## src/design/world_to_screen_projection_unit_macros.svh

```systemverilog
// ---------------------------------------------------------------------------
// Assertion macros for the vertex projection unit
// Concurrent checks clocked on clk_i and masked during reset (rst_ni low).
// ---------------------------------------------------------------------------
`ifndef WORLD_TO_SCREEN_PROJECTION_UNIT_MACROS_SVH
`define WORLD_TO_SCREEN_PROJECTION_UNIT_MACROS_SVH

// Consequent must hold in the same cycle as the antecedent.
`define WSP_ASSERT_IMP(lbl, ante, cons, msg) \
  lbl: assert property (@(posedge clk_i) disable iff (!rst_ni) (ante) |-> (cons)) \
    else $error(msg);

// Consequent must hold in the cycle after the antecedent.
`define WSP_ASSERT_NXT(lbl, ante, cons, msg) \
  lbl: assert property (@(posedge clk_i) disable iff (!rst_ni) (ante) |=> (cons)) \
    else $error(msg);

`endif

```

## src/design/wsp_pkg.sv

```systemverilog
// ---------------------------------------------------------------------------
// wsp_pkg
// Shared types, codes and helpers of the vertex projection unit.
// ---------------------------------------------------------------------------
package wsp_pkg;

  localparam int unsigned WORD_W      = 32;
  localparam int unsigned MEM_DEPTH   = 32;
  localparam int unsigned ADDR_W      = 5;
  localparam int unsigned CFG_IDX_W   = 2;
  localparam int unsigned CFG_DATA_W  = 17;
  localparam int unsigned DIM_W       = 14;
  localparam int unsigned MIN_DEPTH_W = 17;

  // Operation codes
  localparam logic OP_LOAD  = 1'b0;
  localparam logic OP_POINT = 1'b1;

  // Register indexes
  localparam logic [CFG_IDX_W-1:0] CFG_SCREEN_WIDTH  = 2'd0;
  localparam logic [CFG_IDX_W-1:0] CFG_SCREEN_HEIGHT = 2'd1;
  localparam logic [CFG_IDX_W-1:0] CFG_MIN_DEPTH     = 2'd2;

  localparam logic [DIM_W-1:0]       RST_SCREEN_WIDTH  = 14'd1920;
  localparam logic [DIM_W-1:0]       RST_SCREEN_HEIGHT = 14'd1080;
  localparam logic [MIN_DEPTH_W-1:0] RST_MIN_DEPTH     = 17'd66;

  localparam logic signed [63:0] SAT_HI = 64'sd2147483647;
  localparam logic signed [63:0] SAT_LO = -64'sd2147483648;

  typedef logic signed [WORD_W-1:0] word_t;
  typedef logic [2:0][WORD_W-1:0]   vec3_t;

  // One multiply-accumulate step issued alongside its matrix read
  typedef struct packed {
    logic       valid;
    logic       proj;   // 0 view matrix, 1 projection matrix
    logic [1:0] row;
    logic [1:0] term;
  } mac_ctl_t;

  typedef struct packed {
    logic              en;
    logic [ADDR_W-1:0] addr;
    logic [WORD_W-1:0] data;
  } mem_wr_t;

  typedef enum logic [3:0] {
    S_IDLE,
    S_XFORM,
    S_DRAIN,
    S_CHECK,
    S_DIVX,
    S_DIVY,
    S_SCALEX,
    S_SCALEY,
    S_SATY,
    S_OUT
  } state_e;

  function automatic word_t sat32(input logic signed [63:0] v);
    word_t r;
    if (v > SAT_HI) begin
      r = word_t'(SAT_HI);
    end else if (v < SAT_LO) begin
      r = word_t'(SAT_LO);
    end else begin
      r = word_t'(v);
    end
    return r;
  endfunction

endpackage

```

## src/design/wsp_matrix_mem.sv

```systemverilog
// ---------------------------------------------------------------------------
// wsp_matrix_mem
// 32-word matrix store, one write and one registered read per cycle.
// Unwritten words read as identity (per-word valid bits).
// ---------------------------------------------------------------------------
module wsp_matrix_mem #(
  parameter int unsigned FRAC_BITS = 16
) (
  input  logic                         clk_i,
  input  logic                         rst_ni,
  input  wsp_pkg::mem_wr_t             wr_i,
  input  logic                         rd_en_i,
  input  logic [wsp_pkg::ADDR_W-1:0]   rd_addr_i,
  output wsp_pkg::word_t               rd_data_o
);
  import wsp_pkg::*;

  localparam logic [WORD_W-1:0] ONE = WORD_W'(1) << FRAC_BITS;

  logic [WORD_W-1:0]    mem_q [MEM_DEPTH];
  logic [MEM_DEPTH-1:0] vld_q;
  logic [WORD_W-1:0]    rd_data_q;
  logic [WORD_W-1:0]    dflt;

  // address = 16*matrix + 4*column + row; diagonal when column == row
  assign dflt = (rd_addr_i[3:2] == rd_addr_i[1:0]) ? ONE : '0;

  always_ff @(posedge clk_i or negedge rst_ni) begin
    if (!rst_ni) begin
      vld_q <= '0;
    end else if (wr_i.en) begin
      vld_q[wr_i.addr] <= 1'b1;
    end
  end

  always_ff @(posedge clk_i) begin
    if (wr_i.en) begin
      mem_q[wr_i.addr] <= wr_i.data;
    end
    if (rd_en_i) begin
      rd_data_q <= vld_q[rd_addr_i] ? mem_q[rd_addr_i] : dflt;
    end
  end

  assign rd_data_o = word_t'(rd_data_q);

endmodule

```

## config.mk

```make
export PLATFORM = sky130hd
export DESIGN_NAME = wsp_matrix_mem
export DESIGN_NICKNAME = d
export VERILOG_FILES = /design/src/design/world_to_screen_projection_unit_macros.svh /design/src/design/wsp_pkg.sv /design/src/design/wsp_matrix_mem.sv
export SDC_FILE = /design/constraint.sdc
export NUM_CORES = 1
export LEC_CHECK = 0
export BUFFER_PORTS_ARGS = -buffer_cell sky130_fd_sc_hd__buf_2
export CAP_MARGIN = 0
export CORE_MARGIN = 2
export CORE_UTILIZATION = 62
export CTS_CLUSTER_DIAMETER = 120
export CTS_CLUSTER_SIZE = 16
export DETAILED_ROUTE_END_ITERATION = 16
export GPL_TIMING_DRIVEN = 0
export PLACE_DENSITY = 0.78
export RECOVER_POWER = 50
export SYNTH_ARGS = -nofsm -noshare
export SYNTH_HDL_FRONTEND = slang
export SYNTH_SLANG_ARGS = --single-unit
```

## constraint.sdc

```tcl
create_clock -name clk_i -period 2.6 [get_ports clk_i]
set_clock_uncertainty 0.2 [all_clocks]
set_input_delay 0.26 -clock clk_i [delete_from_list [all_inputs] [get_ports clk_i]]
set_output_delay 0.26 -clock clk_i [all_outputs]
set_load 0.05 [all_outputs]
```

==> run_results.csv <==
group,metric,value,unit
clock_network,numCtsBuffers,77,
placement,detailed_place_hpwl,59400,µm
route,vias,19486,
clock_network,root_buffer,"clkbuf_16",
route,drc,0,
setup_path,endpoint_kind,"flip-flop",
timing,hold_ws,274,ps
power,sw_frac_of_total,21.2,%
setup_path,path_common_cell,"mux4_2",
timing,maxSlewViolCount,33,
placement,post-place-ws,-873,ps
global_route,grt_usage,29.0,%
synthesis,ys_async_sr_fraction,2.94,%
setup_path,max_stage_delay,780,ps
synthesis,synth_area,41400,µm²
synthesis,synth_sequential_area_ratio,78.6,%
setup_path,path_max_fanout,10,
synthesis,yosysTopAreaCellShare,76.6,%
timing,period_share,102,%
power,vdd_ir_drop_max,614,µV
clock_network,cts_setup_buffers,0,
power,p_int,26.0,mW
die,initial_core_util,62.8,%
setup_path,worst_path_dominant_cell_family,"multiplexers",
global_route,grt_overflow,0,
timing,setup_violations,1,
clock_network,clkLatencyLatePin,640,ps
synthesis,yosys.area.top_type,"edfxtp_1",
synthesis,synthFlopType,"edfxtp_1",
route,wl,97700,µm
job,maxCapViolations,1,
clock_network,clock-sinks,1088,
synthesis,netlist_top_cells_count,"edfxtp_1 (1,056), mux4_2 (315), nor2_1 (66), mux2i_1 (52), clkbuf_1 (35)",
synthesis,synth_cells,1688,
cells_and_area,nFillCells,3721,
die,ioPinCount,78,
route,ant_nets,0,
global_route,grt_max_degree,33,
clock_network,cts_tree,"yes",
setup_path,slowest_stage,"buf_1",
cells_and_area,utilization,70.0,%
power,clkPwrFrac,33.4,%
timing,max_clock_freq,0.377,GHz
power,comb_power_share,6.8,%
synthesis,yosys_warnings,0,
cells_and_area,drive_above_1_share,30.4,%
synthesis,avgSynthCellArea,24.5,µm²
worst_hold_path,worstHoldPathType,"reg -> reg",
global_route,grt_pass1_vias,20180,
timing,setup_ws,-49.8,ps
route,drt_iter0_drc,2935,
route,drt-wirelength-per-cell,35.1,µm
placement,gp_congestion,0.793,
setup_path,cp.arrival,2820,ps
global_route,antenna_found_initial,1,
synthesis,syn_nets,1734,
synthesis,yosysMostFrequentCell,"edfxtp_1",
timing,rsz0062_at_grt,"no",
die,dieArea,68800,µm²
global_route,grt_pass1_wl,140000,µm
timing,period_minus_slack,2650,ps
setup_path,startpoint,"rd_addr_i[1]",
cells_and_area,fin_nets,1950,
clock_network,clockBufferDepth,3,
die,die_h,262,µm
setup_path,path_class,"in -> reg",
synthesis,synth_area_leaders,"edfxtp_1 (77%), mux4_2 (17%), dfrtp_1 (1.9%)",
timing,worst_pin_slew,1750,ps
cells_and_area,syn_to_final_growth,11.4,%
die,core_area,65900,µm²
setup_path,r2r-start,"vld_q[7]",
timing,final_hold_viol_count,0,
timing,slew_headroom,-16.8,%
synthesis,yosysUniqueCellTypes,27,
setup_path,setup.worst_path.start_class,"primary input",
cells_and_area,n_antenna_cell,0,
route,avgViaCountPerCell,6.99,
synthesis,synth-seq-cells,1088,
status,violations,"capacitance limit, slew limit, setup timing",
cells_and_area,register_area,32500,µm²
die,rows,94,
setup_path,critPathBufInv,3,
placement,io_buffers,73,
power,p_per_area,715,nW/µm²
worst_hold_path,hp-start,"vld_q[6]",
setup_path,path_cells,"buf_2 > buf_6 > buf_1 > mux4_2 > mux4_2 > mux2i_1 > nor2_1",
setup_path,worst_ep_required_time,2770,ps
cells_and_area,multi_input_comb_area,8640,µm²
power,p_sw,7.00,mW
power,power_leakage,14.4,nW
status,outcome,"complete, but fails checks",
synthesis,synth_edf_count,1056,
die,fp.dieW,262,µm
route,dr.pass1.iters,6,
power,seq_power_share,59.9,%
clock_network,cts.clk_slew.worst_paths,70,ps
clock_network,htreeDepth,3,
## cells in the final DEF (no fill, tap or decap), types with 17 or more instances in the layout
cell type      instances
mux4_2               315
buf_2                 43
mux2i_1               52
dlygate4sd3_1         33
nor2_1                34
clkbuf_1              77
nor2_4                32
clkbuf_16             79
buf_4                 19
or2_2                 32
dfrtp_1               32
buf_12                29
clkbuf_2              17
edfxtp_1            1056
## worst paths after layout
check | slack [ps] | cells after the start | to
min | 270 | 1 | vld_q[6]
max | -50 | 7 | rd_data_o[29]
max reg2reg | 100 | 6 | rd_data_o[22]
min reg2reg | 270 | 1 | vld_q[6]
min in group asynchronous | 430 | 2 | vld_q[2]
max in group asynchronous | 750 | 2 | vld_q[19]
## through the flow
stage | instances | TNS (ps) | total power, mW | instance area, µm²
after floorplan | 1688 | -115360 | 21.4 | 41400
after global placement | 2625 | -2047270 | 22.1 | 42800
after detailed placement | 2657 | -97040 | 22.3 | 43700
after CTS | 2786 | 0 | 33.0 | 46100
after global routing | 2786 | 0 | 33.7 | 46100
final | 2786 | -49.8 | 33.0 | 46100
## kinds of logic after synthesis
family / after synthesis / synth area share, %
flops: 1088 / 78.6
mux: 370 / 18.5
simple gates: 128 / 1.52
buf+inv: 86 / 1.12
compound gates: 14 / 0.245
xor+xnor: 2 / 0.0423
## power groups by stage
stage | Combinational (mW) | Clock, mW | Sequential, mW
final | 2.23 | 11.0 | 19.7
after CTS | 2.25 | 11.1 | 19.7
after global routing | 2.35 | 11.6 | 19.8
after global placement | 2.05 | 0 | 20.1
after floorplan | 1.17 | 0 | 20.2
after detailed placement | 2.18 | 0 | 20.1
## metal layers
layer  vias to the layer above  share of wire, %  track usage (%)
li1                       7597                 -                -
met1                     10335                37             41.7
met2                      1326                49             45.8
met3                       226                10             5.01
met4                         2               3.8             10.7
met5                         -             0.010                0
## layout make-up
cell class                      count  area share (%)
Sequential cell                  1088            70.5
Multi-Input combinational cell    514            18.7
Clock buffer                       93            4.40
Timing Repair Buffer              138            2.82
Tap cell                          864            2.35
Buffer                             85            1.05
Clock inverter                      4           0.109
## registers in the layout (all words and copies together) (netlist names)
name       cells
rd_data_o     32
vld_q         32
mem_q       1024
## timing repair
| item | CTS | global route |
|---|---|---|
| hold buffers | 33 | 0 |
| cloned | 0 | 0 |
| resized for setup | 14 | 9 |
| pin swaps | 0 | 0 |
| hold endpoints to repair | 1056 | 0 |
| setup endpoints to repair | 31 | 10 |
Power figures use the tool's default switching activity.
