<file path="src/design/world_to_screen_projection_unit_macros.svh">
// ---------------------------------------------------------------------------
// Assertion macros for the vertex projection unit
// Concurrent checks clocked on clk_i and masked during reset (rst_ni low).
// ---------------------------------------------------------------------------
`ifndef WORLD_TO_SCREEN_PROJECTION_UNIT_MACROS_SVH
`define WORLD_TO_SCREEN_PROJECTION_UNIT_MACROS_SVH

// Consequent must hold in the same cycle as the antecedent.
`define WSP_ASSERT_IMP(lbl, ante, cons, msg) \
  lbl: assert property (@(posedge clk_i) disable iff (!rst_ni) (ante) |-> (cons)) \
    else $error(msg);

// Consequent must hold in the cycle after the antecedent.
`define WSP_ASSERT_NXT(lbl, ante, cons, msg) \
  lbl: assert property (@(posedge clk_i) disable iff (!rst_ni) (ante) |=> (cons)) \
    else $error(msg);

`endif

</file>
<file path="src/design/wsp_pkg.sv">
// ---------------------------------------------------------------------------
// wsp_pkg
// Shared types, codes and helpers of the vertex projection unit.
// ---------------------------------------------------------------------------
package wsp_pkg;

  localparam int unsigned WORD_W      = 32;
  localparam int unsigned MEM_DEPTH   = 32;
  localparam int unsigned ADDR_W      = 5;
  localparam int unsigned CFG_IDX_W   = 2;
  localparam int unsigned CFG_DATA_W  = 17;
  localparam int unsigned DIM_W       = 14;
  localparam int unsigned MIN_DEPTH_W = 17;

  // Operation codes
  localparam logic OP_LOAD  = 1'b0;
  localparam logic OP_POINT = 1'b1;

  // Register indexes
  localparam logic [CFG_IDX_W-1:0] CFG_SCREEN_WIDTH  = 2'd0;
  localparam logic [CFG_IDX_W-1:0] CFG_SCREEN_HEIGHT = 2'd1;
  localparam logic [CFG_IDX_W-1:0] CFG_MIN_DEPTH     = 2'd2;

  localparam logic [DIM_W-1:0]       RST_SCREEN_WIDTH  = 14'd1920;
  localparam logic [DIM_W-1:0]       RST_SCREEN_HEIGHT = 14'd1080;
  localparam logic [MIN_DEPTH_W-1:0] RST_MIN_DEPTH     = 17'd66;

  localparam logic signed [63:0] SAT_HI = 64'sd2147483647;
  localparam logic signed [63:0] SAT_LO = -64'sd2147483648;

  typedef logic signed [WORD_W-1:0] word_t;
  typedef logic [2:0][WORD_W-1:0]   vec3_t;

  // One multiply-accumulate step issued alongside its matrix read
  typedef struct packed {
    logic       valid;
    logic       proj;   // 0 view matrix, 1 projection matrix
    logic [1:0] row;
    logic [1:0] term;
  } mac_ctl_t;

  typedef struct packed {
    logic              en;
    logic [ADDR_W-1:0] addr;
    logic [WORD_W-1:0] data;
  } mem_wr_t;

  typedef enum logic [3:0] {
    S_IDLE,
    S_XFORM,
    S_DRAIN,
    S_CHECK,
    S_DIVX,
    S_DIVY,
    S_SCALEX,
    S_SCALEY,
    S_SATY,
    S_OUT
  } state_e;

  function automatic word_t sat32(input logic signed [63:0] v);
    word_t r;
    if (v > SAT_HI) begin
      r = word_t'(SAT_HI);
    end else if (v < SAT_LO) begin
      r = word_t'(SAT_LO);
    end else begin
      r = word_t'(v);
    end
    return r;
  endfunction

endpackage

</file>
<file path="src/design/wsp_xform.sv">
// ---------------------------------------------------------------------------
// wsp_xform
// Multiply-accumulate datapath for the view and projection transforms.
// Read data -> multiply -> floor shift and accumulate; rows saturate.
// ---------------------------------------------------------------------------
module wsp_xform #(
  parameter int unsigned FRAC_BITS = 16
) (
  input  logic              clk_i,
  input  logic              rst_ni,
  input  wsp_pkg::mac_ctl_t ctl_i,
  input  wsp_pkg::word_t    rd_data_i,
  input  wsp_pkg::vec3_t    point_i,
  output logic              busy_o,
  output wsp_pkg::word_t    clip_x_o,
  output wsp_pkg::word_t    clip_y_o,
  output wsp_pkg::word_t    clip_w_o
);
  import wsp_pkg::*;

  localparam int unsigned PROD_W = 2 * WORD_W;
  localparam int unsigned ACC_W  = PROD_W - FRAC_BITS + 2;
  localparam logic signed [WORD_W-1:0] ONE = WORD_W'(1) << FRAC_BITS;

  mac_ctl_t                  ctl1_q, ctl2_q;
  logic signed [WORD_W-1:0]  opnd;
  logic signed [PROD_W-1:0]  prod_q;
  logic signed [ACC_W-1:0]   acc_q, term, sum;
  logic signed [WORD_W-1:0]  view_q [4];
  logic signed [WORD_W-1:0]  clip_q [4];

  always_ff @(posedge clk_i or negedge rst_ni) begin
    if (!rst_ni) begin
      ctl1_q <= '0;
      ctl2_q <= '0;
    end else begin
      ctl1_q <= ctl_i;
      ctl2_q <= ctl1_q;
    end
  end

  // View stage: x, y, z then translation (times one, exact).
  always_comb begin
    if (ctl1_q.proj) begin
      opnd = view_q[ctl1_q.term];
    end else begin
      unique case (ctl1_q.term)
        2'd0:    opnd = $signed(point_i[0]);
        2'd1:    opnd = $signed(point_i[1]);
        2'd2:    opnd = $signed(point_i[2]);
        default: opnd = ONE;
      endcase
    end
  end

  assign term = ACC_W'(prod_q >>> FRAC_BITS);
  assign sum  = ((ctl2_q.term == 2'd0) ? '0 : acc_q) + term;

  always_ff @(posedge clk_i) begin
    if (ctl1_q.valid) begin
      prod_q <= rd_data_i * opnd;
    end
    if (ctl2_q.valid) begin
      acc_q <= sum;
      if (ctl2_q.term == 2'd3) begin
        if (ctl2_q.proj) begin
          clip_q[ctl2_q.row] <= sat32(64'(sum));
        end else begin
          view_q[ctl2_q.row] <= sat32(64'(sum));
        end
      end
    end
  end

  assign busy_o   = ctl1_q.valid | ctl2_q.valid;
  assign clip_x_o = clip_q[0];
  assign clip_y_o = clip_q[1];
  assign clip_w_o = clip_q[3];

endmodule

</file>
<file path="config.mk">
export PLATFORM = sky130hd
export DESIGN_NAME = wsp_xform
export DESIGN_NICKNAME = d
export VERILOG_FILES = /design/src/design/world_to_screen_projection_unit_macros.svh /design/src/design/wsp_pkg.sv /design/src/design/wsp_xform.sv
export SDC_FILE = /design/constraint.sdc
export NUM_CORES = 2
export LEC_CHECK = 0
export ABC_CLOCK_PERIOD_IN_PS = 13700
export BUFFER_PORTS_ARGS = -buffer_cell sky130_fd_sc_hd__buf_4
export CORE_MARGIN = 3
export CORE_UTILIZATION = 50
export DETAILED_ROUTE_END_ITERATION = 8
export PLACE_DENSITY = 0.7
export SYNTH_ARGS = -nofsm -noshare
export SYNTH_HDL_FRONTEND = slang
export SYNTH_SLANG_ARGS = --single-unit
</file>
<file path="constraint.sdc">
create_clock -name clk_i -period 13.7 [get_ports clk_i]
set_clock_uncertainty 0.05 [all_clocks]
set_input_delay 0 -clock clk_i [delete_from_list [all_inputs] [get_ports clk_i]]
set_output_delay 0 -clock clk_i [all_outputs]
set_load 0.005 [all_outputs]
</file>
==> flow_results.org <==
** Timing
- Fin crit share :: 0.790
- Worst-Margin Slew :: 1130 ps
- The worst path needs 10820 ps of the cycle, external delays included.
- The number of pins exceeding their max-slew limit in the final report was 0.
- Setup violations remaining at the end of the flow were counted as 0.
- For this run, the top clock speed supported by timing is 92.4 MHz.
- Adding up every negative setup slack in the final design gives 0 ps.
- In this run the tightest slew margin relative to its limit is 0.250.
- The hold violation total from the final report was 0.
- Unrepaired setup endpoints after global routing :: no

** Floorplanning
- DIE AREA :: 106000 um2
- 233 I/O pins were placed.
- The initial utilization of the core area, before any placement, comes to 0.507.
- Area inside the core boundary :: 101000 um2
- The initialized floorplan defines 116 standard-cell rows.
- In this run the horizontal extent of the chip is 326 um.
- Measured along the y axis, the die boundary spans 326 um.

** Run
- Max-cap violations in this run came to 0.

** Critical path
- Peak fanout along the critical path :: 36
- STA classifies the critical path startpoint as a register.
- Cell with the largest stage delay on the worst path :: sky130_fd_sc_hd__fa_1
- The critical path is of the register to register type.
- Start point of the critical path :: ctl1_q[0]
- Arrival time at the worst endpoint :: 11120 ps
- The most numerous cell type found on the critical path is sky130_fd_sc_hd__fa_1.
- Delay of the slowest cell on the worst path :: 980 ps
- In this run the critical register-to-register path is launched from ctl1_q[0].
- The worst setup path is captured at a register.
- At the worst endpoint, the required time is 13990 ps.

** Global routing
- Wire length of the first global-routing pass :: 214000 um
- Pin count of the biggest net entering global routing :: 53
- The number of antenna violations at the first check in global routing is 3.
- Across every metal layer, demand over resource in global routing totals 0.256.
- The total overflow left after global routing is 0.
- Vias in the first global route :: 38811

** Clock tree
- The root buffer cell chosen for the clock tree is sky130_fd_sc_hd__clkbuf_16.
- After clock tree synthesis, the setup repair step added 0 buffers.
- Clock tree from TritonCTS :: built
- Count of H-tree levels built during CTS :: 1
- Num Clock Sinks :: 334
- Skew-Pair Late Insertion Delay :: 600 ps
- In this run, CTS created clock tree buffers numbering 31.
- The longest clock path from root to sink contains 3 buffers.
- Clock-pin slew reported for the worst setup and hold paths after clock tree synthesis :: 70 ps

** Logic synthesis
- After synthesis, the mean cell area works out to 10.4 um2.
- Netlist Area Pre-Place :: 51100 um2
- Yosys mapped a number of flops with a built-in enable equal to 322.
- Ys async rst share :: 0.0359
- For this run, the number of Yosys warnings is 0.
- Commonest register cell after synthesis :: sky130_fd_sc_hd__edfxtp_1
- Sequential fraction of the synthesis area :: 0.195
- Gate count after technology mapping :: 4914
- The number of nets in the synthesized netlist is 6361.
- In this run, synthesis produced a sequential element count of 334.
- The netlist uses 83 different library cells.

** Layout
- The final layout contains 6441 nets.
- End-of-flow core utilization :: 0.549
- In the final layout, the share of cells above drive strength 1 is 0.0961.
- The area growth from synthesis to layout is 8.23%.
- Fill cells in the final layout number 8785.
- Final cell count without fillers :: 6375
- Top library cells by usage in the layout, fill and taps aside :: sky130_fd_sc_hd__fa_1 (1082), sky130_fd_sc_hd__inv_1 (1019), sky130_fd_sc_hd__nand2_1 (547), sky130_fd_sc_hd__and2_1 (456), sky130_fd_sc_hd__edfxtp_1 (322)
- The library cell used most frequently in the layout, excluding fill and tap cells, is sky130_fd_sc_hd__fa_1.

** Drt
- Initial DRT Pass Iterations :: 6
- After detailed routing, the number of remaining DRC violations is 0.
- In this run the remaining antenna-violating nets after routing total 0.
- After detailed routing, the number of vias per cell comes to 5.47.
- The first routing iteration left 2210 violations.
- Avg WL per Cell :: 20.7 um
- Post-detailed-routing wire length :: 132000 um
- Vias after detailed routing :: 34877

** Worst hold path
- In this run the worst hold path is classified as input pin to register.
- Startpoint of the worst hold path :: ctl_i[4]

** Status
- The flow ran to the end, and the final reports show no timing, DRC or antenna violations.

** Placement
- Total of buffers placed on input and output ports :: 232
- Routability cong. :: 0.914
- Placed Instances :: 6307
- Summed over all nets, the half-perimeter wirelength after detailed placement is 103000 um.
-- flip-flops by register name, indices dropped and copies added (netlist names) --
signal,flops
ctl1_q,6
acc_q,50
view_q,128
ctl2_q,6
prod_q,48
clip_q,96
-- worst paths after layout --
kind / cells past startpoint / to / slack [ps]
min reg2reg: 0 / ctl2_q[2] / 300
max reg2reg: 26 / prod_q[62] / 2880
max in group asynchronous: 3 / ctl1_q[1] / 12750
max: 26 / prod_q[62] / 2880
min: 2 / ctl1_q[4] / 20
min in group asynchronous: 3 / ctl1_q[1] / 450
-- per-stage QoR --
stage	setup slack, ps	cell area (um2)	hold WS (ps)
2_1_floorplan	3830	51100	-346
3_3_place_gp	3230	54200	-199
3_5_place_dp	2950	54200	-200
4_1_cts	2880	55300	1.77
5_1_grt	2240	55300	3.76
6_report	2880	55300	19.7
-- final cells by class --
type                            instances  area [um2]  area share
Multi-Input combinational cell       3310       36500       0.660
Sequential cell                       334        9980       0.180
Inverter                             1020        3830      0.0692
Timing Repair Buffer                  297        2260      0.0408
Tap cell                             1357        1700      0.0307
Clock buffer                           37         828      0.0150
Clock inverter                         19         198     0.00357
Antenna cell                            1        2.50   0.0000452
-- per-layer routing --
metal  vias up  wire (um)  GRT usage
li1      15145          -          -
met4         0       4560     0.0738
met5         -          0          0
met1     18322      51900      0.332
met3       282       6800     0.0291
met2      1128      68500      0.456
-- cells in the mapped netlist, types with 5 or more instances --
cell / number / area share
sky130_fd_sc_hd__a2111oi_0: 5 / 0.00086
sky130_fd_sc_hd__a21o_1: 57 / 0.0084
sky130_fd_sc_hd__a21oi_1: 157 / 0.015
sky130_fd_sc_hd__a21oi_2: 5 / 0.00086
sky130_fd_sc_hd__a31oi_1: 14 / 0.0017
sky130_fd_sc_hd__and2_1: 456 / 0.056
sky130_fd_sc_hd__and3_1: 69 / 0.0084
sky130_fd_sc_hd__buf_1: 7 / 0.00051
sky130_fd_sc_hd__buf_2: 12 / 0.0012
sky130_fd_sc_hd__clkbuf_1: 227 / 0.017
sky130_fd_sc_hd__dfrtp_1: 12 / 0.0059
sky130_fd_sc_hd__edfxtp_1: 322 / 0.19
sky130_fd_sc_hd__fa_1: 1082 / 0.42
sky130_fd_sc_hd__ha_1: 229 / 0.056
sky130_fd_sc_hd__inv_1: 1019 / 0.075
sky130_fd_sc_hd__mux2i_1: 35 / 0.0069
sky130_fd_sc_hd__mux4_2: 30 / 0.013
sky130_fd_sc_hd__nand2_1: 547 / 0.040
sky130_fd_sc_hd__nand2b_1: 15 / 0.0018
sky130_fd_sc_hd__nand3_1: 30 / 0.0029
sky130_fd_sc_hd__nand4_1: 27 / 0.0033
sky130_fd_sc_hd__nor2_1: 136 / 0.010
sky130_fd_sc_hd__nor2b_1: 58 / 0.0071
sky130_fd_sc_hd__nor3_1: 17 / 0.0017
sky130_fd_sc_hd__nor4_1: 6 / 0.00073
sky130_fd_sc_hd__o21a_1: 12 / 0.0018
sky130_fd_sc_hd__o21ai_0: 72 / 0.0070
sky130_fd_sc_hd__o21ai_2: 31 / 0.0053
sky130_fd_sc_hd__o21bai_1: 9 / 0.0013
sky130_fd_sc_hd__or2_2: 14 / 0.0017
sky130_fd_sc_hd__xnor2_1: 63 / 0.011
sky130_fd_sc_hd__xor2_1: 43 / 0.0074
-- repair_timing --
item	in CTS	in global routing
gates resized for setup	0	0
hold endpoints to repair	18	0
hold buffers	11	0
-- cells by family (layout without fill, tap and decap cells) --
group,count (synthesis),after routing,share of synthesized area
buffers and inverters,1270,1373,0.0941
other,0,1,0
DFF,334,334,0.195
and+or+nand+nor,1395,1395,0.137
muxes,67,67,0.0205
xor gates and xnor gates,107,107,0.0185
AOI/OAI and AO/OA,430,430,0.0549
adders and majority gates,1311,1311,0.480
-- critical path: cells and delay by family (launching register included) --
kind | cells | cell delay (ps)
adders and majority gates | 9 | 5020
and+or+nand+nor | 7 | 1760
AOI/OAI and AO/OA | 5 | 1340
DFF | 1 | 940
buffers and inverters | 3 | 930
muxes | 1 | 380
xor gates and xnor gates | 1 | 80
Power is left out: the tool's default activity adds up to more than one toggle a clock period on the data nets, which glitch-free logic cannot reach.
