==> src/design/world_to_screen_projection_unit_macros.svh <==
// ---------------------------------------------------------------------------
// Assertion macros for the vertex projection unit
// Concurrent checks clocked on clk_i and masked during reset (rst_ni low).
// ---------------------------------------------------------------------------
`ifndef WORLD_TO_SCREEN_PROJECTION_UNIT_MACROS_SVH
`define WORLD_TO_SCREEN_PROJECTION_UNIT_MACROS_SVH

// Consequent must hold in the same cycle as the antecedent.
`define WSP_ASSERT_IMP(lbl, ante, cons, msg) \
  lbl: assert property (@(posedge clk_i) disable iff (!rst_ni) (ante) |-> (cons)) \
    else $error(msg);

// Consequent must hold in the cycle after the antecedent.
`define WSP_ASSERT_NXT(lbl, ante, cons, msg) \
  lbl: assert property (@(posedge clk_i) disable iff (!rst_ni) (ante) |=> (cons)) \
    else $error(msg);

`endif

==> src/design/wsp_pkg.sv <==
// ---------------------------------------------------------------------------
// wsp_pkg
// Shared types, codes and helpers of the vertex projection unit.
// ---------------------------------------------------------------------------
package wsp_pkg;

  localparam int unsigned WORD_W      = 32;
  localparam int unsigned MEM_DEPTH   = 32;
  localparam int unsigned ADDR_W      = 5;
  localparam int unsigned CFG_IDX_W   = 2;
  localparam int unsigned CFG_DATA_W  = 17;
  localparam int unsigned DIM_W       = 14;
  localparam int unsigned MIN_DEPTH_W = 17;

  // Operation codes
  localparam logic OP_LOAD  = 1'b0;
  localparam logic OP_POINT = 1'b1;

  // Register indexes
  localparam logic [CFG_IDX_W-1:0] CFG_SCREEN_WIDTH  = 2'd0;
  localparam logic [CFG_IDX_W-1:0] CFG_SCREEN_HEIGHT = 2'd1;
  localparam logic [CFG_IDX_W-1:0] CFG_MIN_DEPTH     = 2'd2;

  localparam logic [DIM_W-1:0]       RST_SCREEN_WIDTH  = 14'd1920;
  localparam logic [DIM_W-1:0]       RST_SCREEN_HEIGHT = 14'd1080;
  localparam logic [MIN_DEPTH_W-1:0] RST_MIN_DEPTH     = 17'd66;

  localparam logic signed [63:0] SAT_HI = 64'sd2147483647;
  localparam logic signed [63:0] SAT_LO = -64'sd2147483648;

  typedef logic signed [WORD_W-1:0] word_t;
  typedef logic [2:0][WORD_W-1:0]   vec3_t;

  // One multiply-accumulate step issued alongside its matrix read
  typedef struct packed {
    logic       valid;
    logic       proj;   // 0 view matrix, 1 projection matrix
    logic [1:0] row;
    logic [1:0] term;
  } mac_ctl_t;

  typedef struct packed {
    logic              en;
    logic [ADDR_W-1:0] addr;
    logic [WORD_W-1:0] data;
  } mem_wr_t;

  typedef enum logic [3:0] {
    S_IDLE,
    S_XFORM,
    S_DRAIN,
    S_CHECK,
    S_DIVX,
    S_DIVY,
    S_SCALEX,
    S_SCALEY,
    S_SATY,
    S_OUT
  } state_e;

  function automatic word_t sat32(input logic signed [63:0] v);
    word_t r;
    if (v > SAT_HI) begin
      r = word_t'(SAT_HI);
    end else if (v < SAT_LO) begin
      r = word_t'(SAT_LO);
    end else begin
      r = word_t'(v);
    end
    return r;
  endfunction

endpackage

==> src/design/wsp_div.sv <==
// ---------------------------------------------------------------------------
// wsp_div
// Radix-2 restoring divider: (num << FRAC_BITS) / den, den > 0,
// truncated toward zero and saturated to 32 bits. 32 steps.
// ---------------------------------------------------------------------------
module wsp_div #(
  parameter int unsigned FRAC_BITS = 16
) (
  input  logic           clk_i,
  input  logic           rst_ni,
  input  logic           start_i,
  input  wsp_pkg::word_t num_i,
  input  wsp_pkg::word_t den_i,
  output logic           done_o,
  output wsp_pkg::word_t quot_o
);
  import wsp_pkg::*;

  localparam int unsigned NUM_W = WORD_W + FRAC_BITS;
  localparam int unsigned CNT_W = $clog2(WORD_W);
  localparam logic [WORD_W-1:0] Q_MAX = {1'b0, {(WORD_W-1){1'b1}}};
  localparam logic [WORD_W-1:0] Q_MIN = {1'b1, {(WORD_W-1){1'b0}}};

  logic [WORD_W-1:0] mag;
  logic [NUM_W-1:0]  num_sh;
  logic [WORD_W-1:0] hi;
  logic [WORD_W-1:0] rem_q, den_q, nlo_q, quo_q;
  logic [WORD_W:0]   rem2;
  logic              fit;
  logic              neg_q, ovf_q, run_q, done_q;
  logic [CNT_W-1:0]  cnt_q;

  assign mag    = num_i[WORD_W-1] ? (~num_i + 1'b1) : num_i;
  assign num_sh = {mag, {FRAC_BITS{1'b0}}};
  assign hi     = WORD_W'(num_sh[NUM_W-1:WORD_W]);

  assign rem2 = {rem_q, nlo_q[WORD_W-1]};
  assign fit  = rem2 >= {1'b0, den_q};

  always_ff @(posedge clk_i or negedge rst_ni) begin
    if (!rst_ni) begin
      run_q  <= 1'b0;
      done_q <= 1'b0;
      cnt_q  <= '0;
    end else begin
      done_q <= run_q && (cnt_q == '1);
      if (start_i) begin
        run_q <= 1'b1;
        cnt_q <= '0;
      end else if (run_q) begin
        cnt_q <= cnt_q + 1'b1;
        if (cnt_q == '1) begin
          run_q <= 1'b0;
        end
      end
    end
  end

  always_ff @(posedge clk_i) begin
    if (start_i) begin
      rem_q <= hi;
      ovf_q <= hi >= den_i;   // quotient would need more than 32 bits
      nlo_q <= num_sh[WORD_W-1:0];
      den_q <= den_i;
      neg_q <= num_i[WORD_W-1];
    end else if (run_q) begin
      rem_q <= fit ? WORD_W'(rem2 - {1'b0, den_q}) : WORD_W'(rem2);
      nlo_q <= nlo_q << 1;
      quo_q <= {quo_q[WORD_W-2:0], fit};
    end
  end

  always_comb begin
    if (ovf_q || quo_q[WORD_W-1]) begin
      quot_o = neg_q ? word_t'(Q_MIN) : word_t'(Q_MAX);
    end else begin
      quot_o = neg_q ? word_t'(~quo_q + 1'b1) : word_t'(quo_q);
    end
  end

  assign done_o = done_q;

endmodule

==> config.mk <==
export PLATFORM = sky130hd
export DESIGN_NAME = wsp_div
export DESIGN_NICKNAME = d
export VERILOG_FILES = /design/src/design/world_to_screen_projection_unit_macros.svh /design/src/design/wsp_pkg.sv /design/src/design/wsp_div.sv
export SDC_FILE = /design/constraint.sdc
export NUM_CORES = 1
export LEC_CHECK = 0
export ABC_AREA = 1
export BUFFER_PORTS_ARGS = -buffer_cell sky130_fd_sc_hd__buf_2
export CAP_MARGIN = 20
export CORE_MARGIN = 2
export CORE_UTILIZATION = 55
export CTS_CLUSTER_SIZE = 28
export DETAILED_ROUTE_END_ITERATION = 8
export PLACE_DENSITY = 0.8
export SLEW_MARGIN = 15
export SYNTH_ARGS = -nofsm -noshare
export SYNTH_HDL_FRONTEND = slang
export SYNTH_SLANG_ARGS = --single-unit
export TNS_END_PERCENT = 1
==> constraint.sdc <==
create_clock -name clk_i -period 1.85 [get_ports clk_i]
set_input_delay 0.185 -clock clk_i [delete_from_list [all_inputs] [get_ports clk_i]]
set_output_delay 0.185 -clock clk_i [all_outputs]
set_load 0.01 [all_outputs]
==> results of run 1 <==
-- cells by family (layout without fill, tap and decap cells) --
| logic type | Yosys count | in the layout | synth area share |
|---|---|---|---|
| AO/OA/AOI/OAI | 104 | 104 | 0.05947 |
| adder cells (fa/ha/maj) | 53 | 53 | 0.06885 |
| flip-flops | 121 | 121 | 0.3530 |
| AND/OR/NAND/NOR | 766 | 766 | 0.3431 |
| XOR/XNOR | 65 | 65 | 0.05845 |
| buffers and inverters | 292 | 718 | 0.1171 |
-- power by group through the flow --
stage / combinational [uW] / sequential, uW / clock, uW
2_1_floorplan: 4470 / 3700 / 0
3_3_place_gp: 7710 / 3720 / 0
3_5_place_dp: 7910 / 3750 / 0
4_1_cts: 8590 / 3790 / 3250
5_1_grt: 9950 / 3860 / 3380
6_report: 9170 / 3820 / 3250
-- worst max-delay path by stage --
| stage | endpoint | start | slack, ns |
|---|---|---|---|
| floorplan | ovf_q | num_i[2] | -0.27 |
| global placement | ovf_q | num_i[0] | -0.65 |
| detailed placement | ovf_q | num_i[0] | -0.68 |
| CTS | quot_o[20] | quo_q[1] | -0.56 |
| global route | quot_o[20] | quo_q[4] | -0.74 |
| finish | quot_o[20] | quo_q[5] | -0.63 |
-- synthesized netlist by cell type --
master	instances
a21boi_0	2
or2_2	4
a211oi_1	3
nor4_1	9
o21bai_1	2
a22o_1	1
dfrtp_1	7
nor2_4	2
nand2_2	5
buf_2	6
nor3_1	16
nand3_2	7
o41ai_1	4
o21ai_1	4
nor2_8	1
xnor2_1	21
o31ai_2	1
nand2_4	1
nand2_8	1
and2_1	2
clkbuf_1	19
nand3b_1	24
nand4_1	21
nor2_1	124
a21oi_2	1
a21oi_1	34
nand2_1	436
buf_6	5
nor3b_1	1
fa_1	1
o21a_1	2
nor2_2	9
dfxtp_1	16
inv_1	252
inv_2	4
clkinv_1	6
o31ai_1	1
ha_1	52
nand3_1	103
edfxtp_1	98
a31oi_1	3
xor2_1	44
o21ai_0	46
-- metrics by stage --
stage,util,setup slack [ns],instance area [sq um],hold WS [ns],cells
after floorplan,-,-0.2747,9793,-0.1106,1401
after global placement,0.7329,-0.6459,12680,0.02211,1984
after detailed placement,0.7329,-0.6790,12680,0.02747,1984
after CTS,0.8115,-0.5600,14040,0.04400,2052
after global routing,0.8221,-0.7426,14220,0.05413,2052
final,0.8221,-0.6314,14220,0.04423,2052
-- final cells by class --
class                           count  area [sq um]
Tap cell                          225         281.5
Clock buffer                       19         464.2
Clock inverter                     13         107.6
Fill cell                        1051          3077
Inverter                          262         993.5
Multi-Input combinational cell    988          5791
Timing Repair Buffer              424          3144
Sequential cell                   121          3438
-- state kept, by name, indices dropped and copies added, names as in the netlist --
register and cells:
run_q 1, ovf_q 1, neg_q 1, quo_q 32
done_o 1, cnt_q 5, den_q 32, nlo_q 16
rem_q 32
-- layer usage --
layer	global-route usage	vias up	share of wire
met1	0.4178	5070	0.41
met2	0.5840	488	0.49
li1	-	5294	-
met5	0	-	0
met4	0.1535	0	0.039
met3	0.06630	118	0.065
-- worst max-delay path, delay by kind of cell, from the launching register on --
kind            cells  cell delay (ns)
flops               1             0.44
xor+xnor            1             0.16
buf+inv             3             0.31
compound gates      1             0.17
simple gates        6             0.76
-- timing repair --
action | CTS | global route
setup endpoints to repair | 66 | 66
hold buffers | 33 | 0
hold endpoints to repair | 39 | 0
pin swaps | 14 | 8
buffers inserted | 3 | 0
gates resized for setup | 90 | 45
==> results.md, run 1 <==
- Dpl hpwl: between 20,000 and 25,000 um
- Slowest CP cell: edfxtp_1
- Layout cells sized above 1: 0.3153
- CP max FO: 3
- Initial Util: 0.5632
- Sequential fraction of the synthesis area: 0.3530
- Drt drc: 0
- CP endpoint kind: primary output
- Most common cell after layout, fill and taps aside: nand2_1
- Initial antenna violation count: 0
- Data required, critical path: 1.66 ns
- Core box area: between 15,000 and 20,000 sq um
- Sw Pwr: about 6600 uW
- DR vias: about 11,000
- Final ANT Viol Nets: 0
- Insertion delay to the later sink of the worst-skew pair: around 0.45 ns
- Initial DRC count: between 1,000 and 1,500
- Most frequent cells in the layout: nand2_1 (412), buf_4 (278), inv_1 (238)
- Global Route Usage Sum: 0.3420
- R2r startpoint: rem_q[3]
- Top cell type's share of synthesized area: 0.3021
- Root buf cell: clkbuf_16
- Synthesis Warnings: 0
- Max-slew violations: 0
- Synth unique cells: 43
- R2r setup slk: -0.44 ns
- Reg2reg end: rem_q[12]
- IO Count: 100
- Clock power share: 0.200
- DR WL/cell: 15.47 um
- Reg power frac: 0.235
- Critical path's largest stage delay: 0.44 ns
- CTS Buf Count: 17
- Sw Ratio: 0.4062
- First-pass GRT wire length: ~50,000 um
- Hold path depth: 3
- GRT Residual Overflow: 0
- Num rows: between 40 and 50
- Synth Cell Area: roughly 9700 sq um
- Max_cap viols: 0
- Post-Synthesis Cells: around 1,400
- Pint: between 9000 and 10,000 uW
- Leading area contributor after synthesis: edfxtp_1
- Min-Delay Endpoint: nlo_q[16]
- Area delta synth->final: 45.99%
- CTS max path bufs: 2
- Clk_skew: roughly 0.011 ns
- Final Total Pwr: ~16,000 uW
- LEAKAGE: about 0.0073 uW
- Vias in the first global route: 10,630
- CTS sink count: around 120
- Max VDD drop: slightly above 0.9 mV
- Nets: around 1,900
- Rel. slew slack: 0.6605
- Die area: 18,790 sq um
- DR vias/cell: about 5.3
- Buffers added on ports: 99
- Pre-antenna DRT Iters: 6
- RePlAce Congestion: about 0.97
- CP Class: reg -> out
- Syn avg cell area: around 7 sq um
- Synth Net Count: 1,521
- Final worst slack: -0.6314 ns
- Cell mode on critical path: nand2_2
- Worst Hold Class: in -> reg
- Final setup violation count: 65
- Die height: around 140 um
- Clock Pin Slew Worst Setup and Hold Paths: about 0.070 ns
- Fin crit period: between 2 and 2.5 ns
- Largest net degree at the start of global routing: 49
- Top area cells in the synthesized netlist: edfxtp_1 (30%), nand2_1 (17%), inv_1 (9.7%)
- Final period util: 1.341
- Startpoint types: flip-flop
- H-tree levels: 4
- Sequence of cells on the critical path: nor2_1 -> nand3_1 -> nor2_4 -> nand2_2 -> nor2_2 -> nand2_2 -> o21ai_2 -> buf_4 -> xor2_1 -> inv_1 -> buf_2
- Failing checks: negative setup slack
- Least-Margin Pin Slew: between 0.5 and 0.6 ns
- Hold path start: num_i[0]
- Routed WL: 31,750 um
- TNS Setup: -24.75 ns
- RSZ-0062 raised after global routing: true
- R2R depth: 14
- Fmax: about 0.4 GHz
- Yosys reg bits: roughly 120
- Comb power frac: 0.565
- PD cells: 1142 nW/um^2
- Status: complete, but fails checks
- N_diodes: 0
- CTS tree: yes
- Data arrival, critical path: approximately 2.3 ns
- Die Span X: between 100 and 150 um
- Final Hold Viols: 0
No activity file was read; power rests on OpenSTA's default activity.
==> run 2: changes to the inputs <==
--- a/config.mk
+++ b/config.mk
@@ -5,11 +5,10 @@
 export SDC_FILE = /design/constraint.sdc
 export NUM_CORES = 1
 export LEC_CHECK = 0
-export ABC_AREA = 1
+export ABC_AREA = 0
 export BUFFER_PORTS_ARGS = -buffer_cell sky130_fd_sc_hd__buf_2
 export CAP_MARGIN = 20
-export CORE_MARGIN = 2
-export CORE_UTILIZATION = 55
+export CORE_UTILIZATION = 54
 export CTS_CLUSTER_SIZE = 28
 export DETAILED_ROUTE_END_ITERATION = 8
 export PLACE_DENSITY = 0.8
==> run 2 against run 1 <==
Effect of this change: the run still ends with negative setup slack left; routed wire length fell by 0.57%; setup slack got worse by 0.98 ns; count of clock-buffer cells in the layout is 4 higher; highest routed layer unchanged.
==> results.md, run 2 <==
- Sequential fraction of the synthesis area: 0.4087
- Min Hold Slack: about 0.055 ns
- R2R depth: 11
- Count leader, synth: nor2_1
- Buffers added on ports: between 90 and 100
- Synthesis Warnings: 0
- Pre-antenna DRT Iters: 7
- Critical path's largest stage delay: 0.56 ns
- DR vias/cell: around 6.4
- DR WL/cell: 20.89 um
- Register area: 3438 sq um
- Leading cell types by count after synthesis: nor2_1 (111), a21oi_1 (104), edfxtp_1 (98), nand2_1 (81), inv_1 (75)
- Sw Ratio: 0.3022
- Sw Pwr: between 2000 and 3000 uW
- Placed inst area: 10,940 sq um
- Nets: about 1,400
- Slowest CP cell: or4_4
- GRT Residual Overflow: 0
- R2r setup slk: -1.13 ns
- Area of the multi-input gates: a little over 5000 sq um
- Initial DRC count: between 1,000 and 1,500
- Synth unique cells: between 60 and 70
- First-pass GRT wire length: roughly 46,000 um
- CTS tree: yes
- Layout cells sized above 1: 0.3673
- DR vias: roughly 9,700
- Final ANT Viol Nets: 0
- LEAKAGE: about 0.0055 uW
- N_diodes: 0
- H-tree levels: 4
- Worst Hold Class: in -> reg
- Reg power frac: 0.348
- Synth Net Count: 1,067
- Fmax: approximately 0.29 GHz
- Synth async-reset ratio: 0.05785
- Hold path depth: 2
- Die area: between 15,000 and 20,000 sq um
- Clk_skew: around 0.013 ns
- Initial antenna violation count: 0
- Drt drc: 0
- Sequence of cells on the critical path: buf_2 -> or4_4 -> nor4_4 -> nand2b_2 -> or4_4 -> or3_4 -> o41ai_4 -> xnor2_1 -> ha_1 -> a21o_1 -> a211o_1 -> nor4_1 -> nor4_1
- Max-slew violations: 0
- CP endpoint kind: flip-flop
- Data required, critical path: just over 2 ns
- Max_cap viols: 0
- Failing checks: negative setup slack
- Insertion delay to the later sink of the worst-skew pair: ~0.44 ns
- Area delta synth->final: 48.11%
- PD cells: 761.9 nW/um^2
- Global Route Usage Sum: 0.3659
- Least-Margin Pin Slew: between 0.4 and 0.5 ns
- Most frequent cells in the layout: buf_4 (246), nor2_1 (106), buf_2 (99)
- Status: complete, but fails checks
- Rel. slew slack: 0.6799
- Max VDD drop: roughly 0.77 mV
- RSZ-0062 raised after global routing: true
- Final Hold Viols: 0
- # fillers: about 780
- RePlAce Congestion: ~0.91
- Initial Util: 0.5534
- Final worst slack: -1.610 ns
- Synth Cell Area: between 8000 and 9000 sq um
- Fin area: 12,460 sq um
- Data arrival, critical path: around 3.6 ns
- Min-Delay Endpoint: den_q[1]
- CP Class: in -> reg
- Pint: approximately 6600 uW
- Post-Synthesis Cells: about 950
- CTS sink count: approximately 120
- Die Span X: about 130 um
- Fin crit period: ~3.5 ns
- Clock Pin Slew Worst Setup and Hold Paths: ~0.060 ns
- Dpl hpwl: between 15,000 and 20,000 um
- Reg2reg end: rem_q[15]
- CP max FO: 4
- Syn avg cell area: approximately 9 sq um
- Top area cells in the synthesized netlist: edfxtp_1 (35%), ha_1 (7.7%), a21oi_1 (6.2%)
- Top cell type's share of synthesized area: 0.3498
- R2r startpoint: rem_q[6]
- CTS max path bufs: 2
- Largest net degree at the start of global routing: 66
- Routed WL: around 32,000 um
- IO Count: 100
- Startpoint types: input port
- Num rows: between 40 and 50
- Final setup violation count: 66
- Yosys reg bits: ~120
- Most common flop cell mapped by yosys: edfxtp_1
- Clock power share: 0.359
- Hold path start: den_i[1]
- Largest regs: den_q (32), quo_q (32), rem_q (32)
- Root buf cell: clkbuf_16
- Most common cell after layout, fill and taps aside: buf_4
- Leading area contributor after synthesis: edfxtp_1
- Core box area: between 15,000 and 20,000 sq um
- CTS Buf Count: 17
- Comb power frac: 0.293
- Die height: 126.8 um
- Vias in the first global route: around 9,200
- Final period util: 1.870
- Number of synthesized flops with an enable pin: between 90 and 100
## run 2: cell types whose count changed after synthesis, moves of 18 or more
cell	before	now
clkbuf_1	19	38
nand3_1	103	12
nand3b_1	24	2
nand2_1	436	81
a21oi_1	34	104
xor2_1	44	26
inv_1	252	75
## run 2: worst max path at each step
stage,from,endpoint,slack [ns]
after floorplan,num_i[10],ovf_q,-1.65
after global placement,num_i[10],ovf_q,-1.94
after detailed placement,num_i[10],ovf_q,-2.03
after CTS,quo_q[0],quot_o[28],-1.58
after global routing,num_i[10],ovf_q,-1.73
final,num_i[10],ovf_q,-1.61
## run 2: layout make-up
type | instances | share of cell area
clock buffer | 23 | 0.03675
clock inverter | 9 | 0.01004
inverter | 76 | 0.02289
multi-input combinational | 707 | 0.4086
sequential | 121 | 0.2759
tap | 188 | 0.01888
timing repair buffer | 387 | 0.2269
## run 2: per-stage QoR
stage / setup TNS (ns) / utilization / total power (uW) / instances / worst slack, ns
finish: -65.77 / 0.8197 / 9494 / 1511 / -1.610
global route: -70.88 / 0.8197 / 9761 / 1511 / -1.728
CTS: -59.32 / 0.8058 / 9133 / 1511 / -1.579
detailed placement: -54.65 / 0.7194 / 5569 / 1443 / -2.033
global placement: -51.83 / 0.7194 / 5486 / 1443 / -1.944
floorplan: -44.41 / - / 4482 / 947 / -1.648
## run 2: power groups by stage
stage	clock [uW]	combinational [uW]	sequential, uW
after floorplan	0	1180	3310
after global placement	0	2180	3310
after detailed placement	0	2250	3320
after CTS	3360	2490	3280
after global routing	3500	2940	3320
final	3400	2780	3310
## run 2: routing by layer
metal / GRT usage / vias to the layer above / part of all wire
met5: 0 / - / 0
met4: 0.2066 / 0 / 0.069
met3: 0.06917 / 248 / 0.088
met2: 0.6335 / 747 / 0.48
met1: 0.4265 / 4547 / 0.36
li1: - / 4186 / -
## run 2: logic make-up (layout without fill, tap and decap cells)
group | count (synthesis) | in the layout | synth area share
DFF | 121 | 121 | 0.4087
AOI/OAI and AO/OA | 278 | 278 | 0.2104
buffers and inverters | 119 | 495 | 0.05309
and+or+nand+nor | 311 | 311 | 0.1786
adders and majority gates | 53 | 53 | 0.07971
muxes | 10 | 10 | 0.01220
xor gates and xnor gates | 55 | 55 | 0.05726
## run 2: timing repair
item | 4_1_cts | 5_1_grt
gates resized for setup | 86 | 43
hold buffers | 32 | 0
pin swaps | 21 | 8
setup buffers | 4 | 0
endpoints found under the setup margin | 66 | 66
hold endpoints to repair | 38 | 0
cloned | 0 | 0
## run 2: worst max-delay path: cells and delay by family
kind,cells,cell delay [ns]
AO/OA/AOI/OAI,3,0.71
XOR/XNOR,1,0.20
adder cells (fa/ha/maj),1,0.30
buffers and inverters,1,0.11
AND/OR/NAND/NOR,7,2.13
==> run 3: changes to the inputs <==
--- a/config.mk
+++ b/config.mk
@@ -16,4 +16,4 @@
 export SYNTH_ARGS = -nofsm -noshare
 export SYNTH_HDL_FRONTEND = slang
 export SYNTH_SLANG_ARGS = --single-unit
-export TNS_END_PERCENT = 1
+export TNS_END_PERCENT = 20
==> run 3 against run 2 <==
Effect of this change: the run still ends with negative setup slack left; fmax shrank 1.4%; register-to-register slack lost 0.40 ns; setup slack lost 0.048 ns; routed wire length is 7.1% higher; total power rose by 4.9%; die area is the same; global-route usage increased by 2.4 points; final area rose by 1.4%; flip-flop and latch count unchanged; via count is 1.9% higher; first-iteration DRC count down 7.3%; count of clock-buffer cells in the layout shrank 5; largest power group unchanged.
==> results.md, run 3 (synthesis results as in run 2) <==
- Status: complete, but fails checks
- Failing checks: negative setup slack
- H-tree levels: 4
- Final Hold Viols: 0
- Reg power frac: 0.332
- Max VDD drop: 0.7333 mV
- Clock power share: 0.381
- Root buf cell: clkbuf_16
- GR Util met1: 0.4546
- Most common cell after layout, fill and taps aside: buf_4
- Num rows: 45
- Max_cap viols: 0
- Insertion delay to the later sink of the worst-skew pair: 0.44 ns
- Dpl hpwl: 17,660 um
- Final worst slack: -1.658 ns
- Most frequent cells in the layout: buf_4 (239), nor2_1 (106), edfxtp_1 (98)
- IO Count: 100
- CP Class: reg -> out
- Data required, critical path: 1.66 ns
- Setup WS pre-CTS: -1.954 ns
- Nets: approximately 1,400
- Sw Ratio: 0.3086
- Drt drc: 0
- RSZ-0062 raised after global routing: true
- Sw Pwr: just over 3000 uW
- Clk_skew: between 0.015 and 0.02 ns
- DR WL/cell: between 20 and 25 um
- DR vias: 9,914
- R2R depth: 13
- Startpoint types: flip-flop
- # fillers: 727
- Max-slew violations: 0
- GRT Residual Overflow: 0
- Gr busiest metal: met2
- First-pass GRT wire length: 48,310 um
- Comb power frac: 0.288
- Pre-antenna DRT Iters: 8
- Final period util: 1.896
- Util after Layout: 0.8309
- CP endpoint kind: primary output
- Area delta synth->final: 50.15%
- Routed WL: approximately 34,000 um
- GR Util met2: 0.6348
- Fmax: between 0.2 and 0.3 GHz
- Initial DRC count: 1,253
- N_diodes: 0
- Die Span X: 126.8 um
- CTS tree: yes
- CTS sink count: approximately 120
- Fin crit period: 3.508 ns
- Sequence of cells on the critical path: inv_2 -> ha_4 -> or4b_4 -> or4_4 -> nor4_4 -> and2_4 -> nand2_4 -> nor3_4 -> nand2b_1 -> a21oi_1 -> nor2_1 -> buf_2
- Rel. slew slack: 0.4344
- Die height: 126.8 um
- Die area: 16,080 sq um
- Layout cells sized above 1: 0.3794
- Buffers added on ports: 99
- Largest net degree at the start of global routing: 45
- Largest regs: den_q (32), quo_q (32), rem_q (32)
- Clock Pin Slew Worst Setup and Hold Paths: around 0.070 ns
- LEAKAGE: ~0.0056 uW
- Initial Util: 0.5534
- DR vias/cell: 6.561
- Global Route Usage Sum: 0.3895
- Initial antenna violation count: 1
- CTS max path bufs: 2
- Data arrival, critical path: between 3 and 4 ns
- Least-Margin Pin Slew: 0.8407 ns
- Vias in the first global route: 9,462
- Worst Hold Class: in -> async
- Critical path's largest stage delay: 0.47 ns
- Slowest CP cell: or4b_4
- RePlAce Congestion: 0.9263
- PD cells: 788.5 nW/um^2
- Pint: ~6900 uW
- Core box area: between 15,000 and 20,000 sq um
- CTS Buf Count: 17
- CP max FO: 3
- Final setup violation count: between 60 and 70
- GR Layer Usage met3: 0.08224
- Final ANT Viol Nets: 0
## run 3: critical path, delay by kind of cell, from the launching register on
family	cells	cell delay (ns)
flip-flops	1	0.42
AND/OR/NAND/NOR	8	2.01
AO/OA/AOI/OAI	1	0.08
adder cells (fa/ha/maj)	1	0.13
buffers and inverters	2	0.24
## run 3: metal layers
metal,share of wire,vias up
met5,0.00050,-
met4,0.075,2
met3,0.11,254
met2,0.47,909
met1,0.35,4569
li1,-,4180
## run 3: through the flow
step                cell area, sq um  cells  hold WS, ns  total power, uW  TNS [ns]
floorplan                       8564    947      -0.1106             4520    -35.81
global placement               10990   1440      0.02003             5498    -49.41
detailed placement             10990   1440      0.02355             5585    -52.73
CTS                            12390   1507       0.1052             9533    -59.32
global route                   12630   1511       0.1375            10200    -81.79
finish                         12630   1511       0.1329             9960    -76.40
## run 3: power groups by stage
stage	clock network, uW	registers (uW)	logic [uW]
final	3790	3300	2870
after floorplan	0	3310	1210
after detailed placement	0	3320	2270
after global placement	0	3300	2190
after CTS	3740	3280	2510
after global routing	3880	3310	3010
## run 3: final timing paths
path | start | slack [ns] | end
setup / recovery | quo_q[1] | -1.66 | quot_o[28]
hold / removal | rst_ni | 0.13 | cnt_q[3]
setup reg to reg | den_q[1] | -1.53 | rem_q[28]
hold reg to reg | quo_q[2] | 0.51 | quo_q[3]
max in group asynchronous | rst_ni | 1.54 | cnt_q[0]
min in group clk_i | start_i | 0.16 | nlo_q[18]
## run 3: final cells by class
| class | count | area, sq um | area share |
|---|---|---|---|
| clock buffers | 18 | 429.2 | 0.03397 |
| clock inverters | 14 | 221.5 | 0.01753 |
| inverters | 76 | 289.0 | 0.02288 |
| multi-input cells | 707 | 5152 | 0.4079 |
| flip-flops and latches | 121 | 3438 | 0.2722 |
| well taps | 188 | 235.2 | 0.01862 |
| repair buffers | 387 | 2867 | 0.2269 |
## run 3: what timing repair did
| action | CTS | global route |
|---|---|---|
| hold buffers | 33 | 0 |
| pin swaps | 25 | 19 |
| setup endpoints to repair | 66 | 66 |
| setup buffers | 3 | 4 |
| hold endpoints to repair | 39 | 0 |
| gates resized for setup | 86 | 45 |
